<file path="src/l1bp_pkg.sv">
`default_nettype none
// ----------------------------------------------------------------------------
// l1bp_pkg
// Shared constants and types for the L1 ball projection block.
// ----------------------------------------------------------------------------
package l1bp_pkg;

	localparam int MaxElements = 64;
	localparam int IdxW        = $clog2(MaxElements);
	localparam int CntW        = $clog2(MaxElements + 1);
	localparam int SampleW     = 16;
	localparam int MagW        = 17;
	localparam int RadiusW     = 22;
	localparam int SumW        = MagW + CntW;
	localparam logic [RadiusW-1:0] RadiusReset = RadiusW'(256);

	typedef enum logic [3:0] {
		ST_LOAD,
		ST_SORT_RD,
		ST_SORT_CMP,
		ST_SCAN_RD,
		ST_SCAN,
		ST_DIV,
		ST_EMIT_RD,
		ST_EMIT
	} state_t;

	// requests from the controller to the divider
	typedef struct packed {
		logic            start;
		logic [SumW-1:0] dividend;
		logic [CntW-1:0] divisor;
	} div_req_t;

	function automatic logic [MagW-1:0] mag_of(input logic [SampleW-1:0] raw);
		logic [MagW-1:0] r;
		begin
			r = raw[SampleW-1] ? (MagW'(0) - {1'b1, raw}) : {1'b0, raw};
			return r;
		end
	endfunction

endpackage
`default_nettype wire

</file>
<file path="src/l1bp_div.sv">
`default_nettype none
// ----------------------------------------------------------------------------
// l1bp_div
// Restoring divider, one quotient bit per cycle.
// ----------------------------------------------------------------------------
module l1bp_div (
	input  wire                        clk,
	input  wire                        arst_n,
	input  wire l1bp_pkg::div_req_t    req,
	output logic                       done,
	output logic [l1bp_pkg::SumW-1:0]  quotient
);
	localparam int W = l1bp_pkg::SumW;
	localparam int BW = $clog2(W + 1);

	logic [W-1:0]  rem_q, quo_q;
	logic [l1bp_pkg::CntW-1:0] den_q;
	logic [BW-1:0] bit_q;
	logic          busy_q;
	logic [W:0]    trial;

	assign trial = {rem_q, quo_q[W-1]} - {{(W+1-l1bp_pkg::CntW){1'b0}}, den_q};

	// shift-subtract iteration
	always_ff @(posedge clk or negedge arst_n) begin
		if (!arst_n) begin
			busy_q <= 1'b0;
			done   <= 1'b0;
			bit_q  <= '0;
		end else begin
			done <= 1'b0;
			if (req.start) begin
				busy_q <= 1'b1;
				bit_q  <= BW'(W);
			end else if (busy_q) begin
				bit_q <= bit_q - 1'b1;
				if (bit_q == BW'(1)) begin
					busy_q <= 1'b0;
					done   <= 1'b1;
				end
			end
		end
	end

	always_ff @(posedge clk) begin
		if (req.start) begin
			rem_q <= '0;
			quo_q <= req.dividend;
			den_q <= req.divisor;
		end else if (busy_q) begin
			if (!trial[W]) begin
				rem_q <= trial[W-1:0];
				quo_q <= {quo_q[W-2:0], 1'b1};
			end else begin
				rem_q <= {rem_q[W-2:0], quo_q[W-1]};
				quo_q <= {quo_q[W-2:0], 1'b0};
			end
		end
	end

	assign quotient = quo_q;
endmodule
`default_nettype wire

</file>
<file path="src/l1bp_ram.sv">
`default_nettype none
// ----------------------------------------------------------------------------
// l1bp_ram
// Single-port-write, single-read synchronous memory, registered read data.
// ----------------------------------------------------------------------------
module l1bp_ram #(
	parameter int Depth = 64,
	parameter int Width = 16
) (
	input  wire                       clk,
	input  wire                       we,
	input  wire [$clog2(Depth)-1:0]   waddr,
	input  wire [Width-1:0]           wdata,
	input  wire [$clog2(Depth)-1:0]   raddr,
	output logic [Width-1:0]          rdata
);
	logic [Width-1:0] mem [Depth];

	always_ff @(posedge clk) begin
		if (we) begin
			mem[waddr] <= wdata;
		end
		rdata <= mem[raddr];
	end
endmodule
`default_nettype wire

</file>
<file path="src/l1_ball_projection_top.sv">
`default_nettype none
// ----------------------------------------------------------------------------
// l1_ball_projection_top
// Sort-based projection of a stored vector onto the L1 ball.
// ----------------------------------------------------------------------------
// Channel   | Direction | Handshake             | Payload
// input     | in        | start / busy          | sample, end_of_vector
// result    | out       | result_valid (strobe) | projected, final_item, overflowed
// config    | in        | cfg_valid / cfg_ready | cfg_data (radius)
//
// Loading stores each accepted sample. On the closing sample the block sorts
// the magnitudes in a second memory by insertion: it fetches each key, then
// compares and shifts smaller entries up until the key's place is found, or
// places the key at the front; it then scans the sorted magnitudes, divides
// and emits the results, each waiting for its sample's memory read.
// Reset is asynchronous; memories need none. Results cannot be stalled.
// ----------------------------------------------------------------------------
module l1_ball_projection_top (
	input  wire                                clk,
	input  wire                                arst_n,
	input  wire                                start,
	output logic                               busy,
	input  wire signed [15:0]                  sample,
	input  wire                                end_of_vector,
	output logic                               result_valid,
	output logic signed [15:0]                 projected,
	output logic                               final_item,
	output logic                               overflowed,
	input  wire                                cfg_valid,
	output logic                               cfg_ready,
	input  wire [21:0]                         cfg_data
);
	localparam int IdxW = l1bp_pkg::IdxW;
	localparam int CntW = l1bp_pkg::CntW;
	localparam int MagW = l1bp_pkg::MagW;
	localparam int SumW = l1bp_pkg::SumW;

	l1bp_pkg::state_t state_q, state_d;
	logic [l1bp_pkg::RadiusW-1:0] radius_q;
	logic [CntW-1:0] count_q;
	logic            ovf_q;
	logic [CntW-1:0] i_q, j_q;       // outer / inner sort indices, scan/emit index
	logic [MagW-1:0] key_q;
	logic            key_ld_q;       // key of the current insertion is held
	logic [SumW-1:0] sum_q, sum_rho_q;
	logic [CntW-1:0] rho_q;
	logic [SumW-1:0] theta_q;
	logic            accept;

	// sample store
	logic            s_we;
	logic [IdxW-1:0] s_waddr, s_raddr;
	logic [15:0]     s_rdata;
	// sorted magnitudes
	logic            m_we;
	logic [IdxW-1:0] m_waddr, m_raddr;
	logic [MagW-1:0] m_wdata, m_rdata;

	l1bp_pkg::div_req_t div_req;
	logic               div_done;
	logic [SumW-1:0]    div_quo;
	logic               div_go_q;
	l1bp_pkg::div_req_t div_req_eff;

	l1bp_ram #(.Depth(l1bp_pkg::MaxElements), .Width(16)) u_samples (
		.clk(clk), .we(s_we), .waddr(s_waddr), .wdata(sample),
		.raddr(s_raddr), .rdata(s_rdata)
	);
	l1bp_ram #(.Depth(l1bp_pkg::MaxElements), .Width(MagW)) u_sorted (
		.clk(clk), .we(m_we), .waddr(m_waddr), .wdata(m_wdata),
		.raddr(m_raddr), .rdata(m_rdata)
	);
	l1bp_div u_div (.clk(clk), .arst_n(arst_n), .req(div_req_eff), .done(div_done),
		.quotient(div_quo));

	assign busy      = (state_q != l1bp_pkg::ST_LOAD);
	assign cfg_ready = (state_q == l1bp_pkg::ST_LOAD);
	assign accept    = start && !busy;

	// store writes: samples at load, magnitudes also copied unsorted at load
	assign s_we    = accept && (count_q < CntW'(l1bp_pkg::MaxElements));
	assign s_waddr = count_q[IdxW-1:0];

	// scan arithmetic
	logic [SumW-1:0]     sum_nx;
	logic [SumW+CntW:0]  lhs;
	logic                pass;
	assign sum_nx = sum_q + SumW'(m_rdata);
	assign lhs    = (SumW+CntW+1)'(m_rdata) * (SumW+CntW+1)'(i_q + 1'b1);
	assign pass   = (lhs + (SumW+CntW+1)'(radius_q)) > (SumW+CntW+1)'(sum_nx);

	// emission arithmetic
	logic [MagW-1:0]  emag;
	logic [SumW:0]    ediff;
	logic [MagW-1:0]  eclip;
	assign emag  = l1bp_pkg::mag_of(s_rdata);
	assign ediff = (SumW+1)'(emag) - (SumW+1)'(theta_q);
	assign eclip = ediff[SumW] ? '0 : ediff[MagW-1:0];

	// next state and memory control
	always_comb begin
		state_d = state_q;
		m_we    = 1'b0;
		m_waddr = j_q[IdxW-1:0];
		m_wdata = key_q;
		m_raddr = '0;
		s_raddr = i_q[IdxW-1:0];
		div_req = '0;
		if (s_we) begin
			m_we    = 1'b1;
			m_waddr = count_q[IdxW-1:0];
			m_wdata = l1bp_pkg::mag_of(sample);
		end
		unique case (state_q)
			l1bp_pkg::ST_LOAD: begin
				if (accept && end_of_vector) begin
					if (count_q == '0 && !s_we) begin
						state_d = l1bp_pkg::ST_LOAD;
					end else begin
						state_d = l1bp_pkg::ST_SORT_RD;
					end
				end
			end
			l1bp_pkg::ST_SORT_RD: begin
				// fetch the key first, then walk down from j-1
				if (i_q >= count_q) begin
					state_d = l1bp_pkg::ST_SCAN_RD;
				end else if (key_ld_q && j_q == '0) begin
					// key goes to the front
					m_we    = 1'b1;
					m_waddr = j_q[IdxW-1:0];
					m_wdata = key_q;
				end else begin
					m_raddr = key_ld_q ? IdxW'(j_q - 1'b1) : i_q[IdxW-1:0];
					state_d = l1bp_pkg::ST_SORT_CMP;
				end
			end
			l1bp_pkg::ST_SORT_CMP: begin
				// capture the fetched key, else shift the smaller entry up or place the key
				if (key_ld_q) begin
					m_we    = 1'b1;
					m_waddr = j_q[IdxW-1:0];
					m_wdata = (m_rdata < key_q) ? m_rdata : key_q;
				end
				state_d = l1bp_pkg::ST_SORT_RD;
			end
			l1bp_pkg::ST_SCAN_RD: begin
				m_raddr = i_q[IdxW-1:0];
				state_d = l1bp_pkg::ST_SCAN;
			end
			l1bp_pkg::ST_SCAN: begin
				if (!pass || i_q + 1'b1 >= count_q) begin
					state_d = l1bp_pkg::ST_DIV;
				end else begin
					state_d = l1bp_pkg::ST_SCAN_RD;
				end
			end
			l1bp_pkg::ST_DIV: begin
				if (div_done) begin
					state_d = l1bp_pkg::ST_EMIT_RD;
				end
			end
			l1bp_pkg::ST_EMIT_RD: begin
				state_d = l1bp_pkg::ST_EMIT;
			end
			l1bp_pkg::ST_EMIT: begin
				state_d = (i_q + 1'b1 >= count_q) ? l1bp_pkg::ST_LOAD
					: l1bp_pkg::ST_EMIT_RD;
			end
			default: state_d = l1bp_pkg::ST_LOAD;
		endcase
		// divider launch on leaving the scan
		if (state_q == l1bp_pkg::ST_SCAN && state_d == l1bp_pkg::ST_DIV) begin
			div_req.start = 1'b1;
		end
		div_req.divisor = rho_q + 1'b1;
		div_req.dividend = (sum_rho_q > SumW'(radius_q)) ?
			sum_rho_q - SumW'(radius_q) : '0;
	end

	// the rho/sum captured this cycle must feed the divider, so the launch is
	// delayed to the next cycle: handled by a delayed start register
	always_comb begin
		div_req_eff       = div_req;
		div_req_eff.start = div_go_q;
	end

	// control registers
	always_ff @(posedge clk or negedge arst_n) begin
		if (!arst_n) begin
			state_q  <= l1bp_pkg::ST_LOAD;
			radius_q <= l1bp_pkg::RadiusReset;
			count_q  <= '0;
			ovf_q    <= 1'b0;
			i_q      <= '0;
			j_q      <= '0;
			key_ld_q <= 1'b0;
			div_go_q <= 1'b0;
			result_valid <= 1'b0;
		end else begin
			state_q      <= state_d;
			div_go_q     <= div_req.start;
			result_valid <= 1'b0;
			if (cfg_valid && cfg_ready) begin
				radius_q <= (cfg_data == '0) ? l1bp_pkg::RadiusW'(1) : cfg_data;
			end
			unique case (state_q)
				l1bp_pkg::ST_LOAD: begin
					if (accept) begin
						if (s_we) begin
							count_q <= count_q + 1'b1;
						end else begin
							ovf_q <= 1'b1;
						end
						if (end_of_vector && count_q == '0 && !s_we) begin
							ovf_q <= 1'b0;
						end
						i_q <= CntW'(1);
						j_q <= CntW'(1);
					end
				end
				l1bp_pkg::ST_SORT_RD: begin
					if (i_q >= count_q) begin
						i_q <= '0;
					end else if (key_ld_q && j_q == '0) begin
						i_q      <= i_q + 1'b1;
						j_q      <= i_q + 1'b1;
						key_ld_q <= 1'b0;
					end
				end
				l1bp_pkg::ST_SORT_CMP: begin
					if (!key_ld_q) begin
						key_ld_q <= 1'b1;
					end else if (m_rdata < key_q) begin
						j_q <= j_q - 1'b1;
					end else begin
						i_q      <= i_q + 1'b1;
						j_q      <= i_q + 1'b1;
						key_ld_q <= 1'b0;
					end
				end
				l1bp_pkg::ST_SCAN: begin
					if (pass) begin
						i_q <= i_q + 1'b1;
					end
				end
				l1bp_pkg::ST_DIV: begin
					i_q <= '0;
				end
				l1bp_pkg::ST_EMIT: begin
					result_valid <= 1'b1;
					i_q <= i_q + 1'b1;
					if (i_q + 1'b1 >= count_q) begin
						count_q <= '0;
						ovf_q   <= 1'b0;
					end
				end
				default: ;
			endcase
		end
	end

	// payload registers
	always_ff @(posedge clk) begin
		if (state_q == l1bp_pkg::ST_SORT_CMP && !key_ld_q) begin
			key_q <= m_rdata;
		end
		if (state_q == l1bp_pkg::ST_SORT_RD && i_q >= count_q) begin
			sum_q     <= '0;
			sum_rho_q <= '0;
			rho_q     <= '0;
		end
		if (state_q == l1bp_pkg::ST_SCAN && pass) begin
			sum_q     <= sum_nx;
			rho_q     <= i_q;
			sum_rho_q <= sum_nx;
		end
		if (state_q == l1bp_pkg::ST_DIV && div_done) begin
			theta_q <= div_quo;
		end
		if (state_q == l1bp_pkg::ST_EMIT) begin
			projected  <= s_rdata[15] ? -$signed(eclip[15:0]) : $signed(eclip[15:0]);
			final_item <= (i_q + 1'b1 >= count_q);
			overflowed <= ovf_q;
		end
	end

	// ------------------------------------------------------------------------
	// assertions
	// ------------------------------------------------------------------------
	a_no_strobe_in_load: assert property (@(posedge clk) disable iff (!arst_n)
		result_valid |-> $past(state_q) == l1bp_pkg::ST_EMIT)
		else $error("result strobe outside emission");
	a_cfg_idle: assert property (@(posedge clk) disable iff (!arst_n)
		cfg_ready |-> !busy)
		else $error("config accepted while busy");
	a_radius_nonzero: assert property (@(posedge clk) disable iff (!arst_n)
		radius_q != '0)
		else $error("radius is zero");
	a_count_cap: assert property (@(posedge clk) disable iff (!arst_n)
		count_q <= CntW'(l1bp_pkg::MaxElements))
		else $error("element count beyond capacity");
endmodule
`default_nettype wire

</file>
<file path="config.mk">
export PLATFORM = sky130hd
export DESIGN_NAME = l1_ball_projection_top
export DESIGN_NICKNAME = d
export VERILOG_FILES = /design/src/l1bp_pkg.sv /design/src/l1bp_div.sv /design/src/l1bp_ram.sv /design/src/l1_ball_projection_top.sv
export SDC_FILE = /design/constraint.sdc
export NUM_CORES = 2
export LEC_CHECK = 0
export ABC_AREA = 1
export ABC_CLOCK_PERIOD_IN_PS = 9800
export BUFFER_PORTS_ARGS = -buffer_cell sky130_fd_sc_hd__buf_2
export CORE_ASPECT_RATIO = 0.75
export CORE_MARGIN = 2
export CORE_UTILIZATION = 39
export DETAILED_ROUTE_END_ITERATION = 8
export PLACE_DENSITY = 0.65
export SLEW_MARGIN = 15
export SYNTH_ARGS = -nofsm -noshare
export SYNTH_HDL_FRONTEND = slang
export SYNTH_SLANG_ARGS = --single-unit
</file>
<file path="constraint.sdc">
create_clock -name clk -period 9.8 [get_ports clk]
set_clock_uncertainty 0.2 [all_clocks]
set_input_delay 1.47 -clock clk [delete_from_list [all_inputs] [get_ports clk]]
set_output_delay 1.47 -clock clk [all_outputs]
set_load 0.1 [all_outputs]
</file>
==> metrics.cfg <==
[run_status]
status=complete, no violations

[synth]
synth_compound_area_share_pct=7.49
synth.lib_cells_used.distinct=61
ys_ff_latch=2348
post_synthesis_sequential_area_ratio_pct=64.6
synth_xor_area_share_pct=0.999
fraction_of_registers_with_async_set_or_reset_after_synthesis_pct=2.47
top_reg_cell_synth=edfxtp_1
yosys.area_share.adder_pct=4.18
synth_area_um2=108000
synth.mux.area_fraction_pct=0
synth_simple_gate_area_share_pct=17.3
yosysWarningCount=0
synthTopCellsByArea=edfxtp_1 (62%), nand3_1 (5.9%), nand2_1 (5.6%)
dominant_combinational_cell_family_by_area_after_synthesis=simple AND/OR/NAND/NOR gates
syn-mean-instance-area_um2=10.9
cell_taking_the_most_area_after_synthesis=edfxtp_1
yosysTopAreaCellShare_pct=62.2
synth_edf_count=2233
post_synth_inst_count=9935

[floorplan]
die_height_um=460
rows=167
io_pins=64
floorplan.core_area_um2=276000
die_w_um=611
dieArea_um2=281000
start_util_pct=39.1

[critical_path]
critPathSlowestCell=dfrtp_4
crit_path_frequent_cell=nand2_1
reg2regPathDepth=32
reg2reg_slack_ns=0.62
critical_path_arrival_ns=9.53
setup.worst_path.end_class=flip-flop
timing.rr.start=i_q[2]
crit_path_max_incr_delay_ns=0.61
timing.critical_path.fanout_max=25
critical_path.n_buffers_inverters=6
critical_path_required_ns=10.16
critical_path.startpoint_type=flip-flop
worstSetupPathType=flip-flop to flip-flop
crit-reg2reg-capture=sum_rho_q[0]
crit_family=simple AND/OR/NAND/NOR gates

[grt]
grt.total_usage_pct=23.0
grt_remaining_overflow=0
grt_pass1_vias=72200
grt_start_max_net_pins=203
first_pass_grt_wire_length_um=486000
grt_antenna_before_repair=21

[cts]
cts-root-to-sink-buffers=4
count_of_clock_tree_sinks=2348
clk_pin_slew_ns=0.07
cts-root-buf=clkbuf_16
cts.repair_timing.setup_buffer_count=0
tritoncts=yes
post_cts_resized=0
cts_buffers=222
worstSkewPairLatency_ns=0.94
htree_num_levels=4
cts.hold.buffers_added=0

[layout]
drive_above_1_share_pct=6.97
layout_commonest_cell=edfxtp_1
multiInputGateArea_um2=32700
area_delta_synth_final_pct=10.9
num-nets-final=10200
regArea_um2=69700
fillCellCount=25200
mostFrequentLayoutCells=edfxtp_1 (2233), nand2_1 (1613), nand3_1 (1277)
final-instance-count-excl-fill=13700

[power_and_ir_drop]
power.density_nw_per_um2=202
total_leakage_power_nw=44.4
p_total_mw=24.2
power.ir.vdd_worst_v=0.000157

[sta]
worst_margin_slew_ns=1.15
fin_crit_ns=9.18
clock.fmax_mhz=109
unrepaired_setup_endpoints_after_global_routing=false
report.final.setup_viol=0
finalSetupTns_ns=0
max-slew-margin-rel_pct=22.4
timing_hold_violations_final=0
period_share_pct=93.7
finalMaxSlewViolations=0

[route]
wl_final_um=332000
vias=77500
route.detailed.wl_per_inst_um=24.2
detail_route.vias_per_cell=5.65
count_of_routing_violations_after_the_opening_detailed_route_iteration=11400
final_antenna_net_count=0
route.detailed.drc=0
drtPass1Iterations=6

[placement]
post-place-cells=13300
place.port_buffers=63
place_hpwl_um=205000
place_congestion=0.934

[min_path]
holdCritPathClass=input pin to asynchronous set/reset pin

[flow_run]
max_cap_violations=0

kinds of logic after synthesis:
kind of cell	Yosys count
AOI/OAI and AO/OA	1422
and+or+nand+nor	4283
adders and majority gates	291
other	1
xor gates and xnor gates	123
DFF	2348
buffers and inverters	1467
final cells by class:
type | instances | area share, %
antenna | 11 | 0.0230
multi-input combinational | 6121 | 27.3
sequential | 2348 | 58.2
clock buffer | 281 | 5.00
timing repair buffer | 311 | 1.95
inverter | 895 | 2.82
clock inverter | 122 | 0.933
tap | 3633 | 3.80
cells in the mapped netlist (all sizes together) (7+ instances only):
cell	instances
a21o	9
a21oi	138
a22oi	7
a31oi	21
buf	253
clkbuf	319
clkinv	7
dfrtp	57
dfxtp	57
edfxtp	2233
fa	116
ha	175
inv	888
nand2	1617
nand3	1282
nand3b	196
nand4	32
nor2	1094
nor3	38
nor4	9
o211ai	47
o21a	7
o21ai	803
o21bai	10
o221ai	51
o22ai	283
o31ai	9
o32ai	8
or2	11
xnor2	44
xor2	79
how the worst max path moves through the flow:
stage	startpoint	endpoint	slack, ns	cells after the start
after detailed placement	i_q[2]	sum_rho_q[0]	0.82	34
after CTS	i_q[2]	sum_rho_q[0]	0.73	34
after floorplan	i_q[0]	rho_q[0]	1.79	40
final	i_q[2]	sum_rho_q[0]	0.62	32
after global routing	i_q[2]	sum_rho_q[5]	0.14	34
after global placement	i_q[2]	sum_rho_q[0]	0.85	34
flip-flops by register name (all words and copies together) (netlist names), 4 cells and up:
name and count:
u_div.den_q 7, count_q 7, j_q 7, projected 16
u_samples.mem 1024, u_sorted.rdata 17, u_div.quotient 24, u_samples.rdata 16
u_sorted.mem 1088, state_q 4, rho_q 7, theta_q 24
key_q 17, u_div.rem_q 24, radius_q 22, sum_rho_q 24
u_div.bit_q 5, i_q 7
per-stage QoR:
step	worst slack (ns)	utilization, %	hold slack, ns	area, um^2
detailed placement	0.815	40.8	0.239	113000
finish	0.621	43.4	0.234	120000
global placement	0.852	40.8	0.237	113000
floorplan	1.79	-	0.219	108000
global route	0.136	43.4	0.217	120000
CTS	0.732	43.4	0.200	120000
per-layer routing:
layer	vias to the layer above	global-route usage, %	wire length [um]
li1	34600	-	-
met1	38100	34.5	144000
met2	4215	32.7	139000
met3	528	5.61	38500
met4	8	7.06	11000
met5	-	0	47
power breakdown:
part           total (mW)  switching, mW  internal [mW]
registers            11.3          0.181           11.1
clock network        8.63           3.83           4.81
logic                4.25           2.99           1.26
total                24.2           7.00           17.2
No activity file was read; power rests on OpenSTA's default activity.
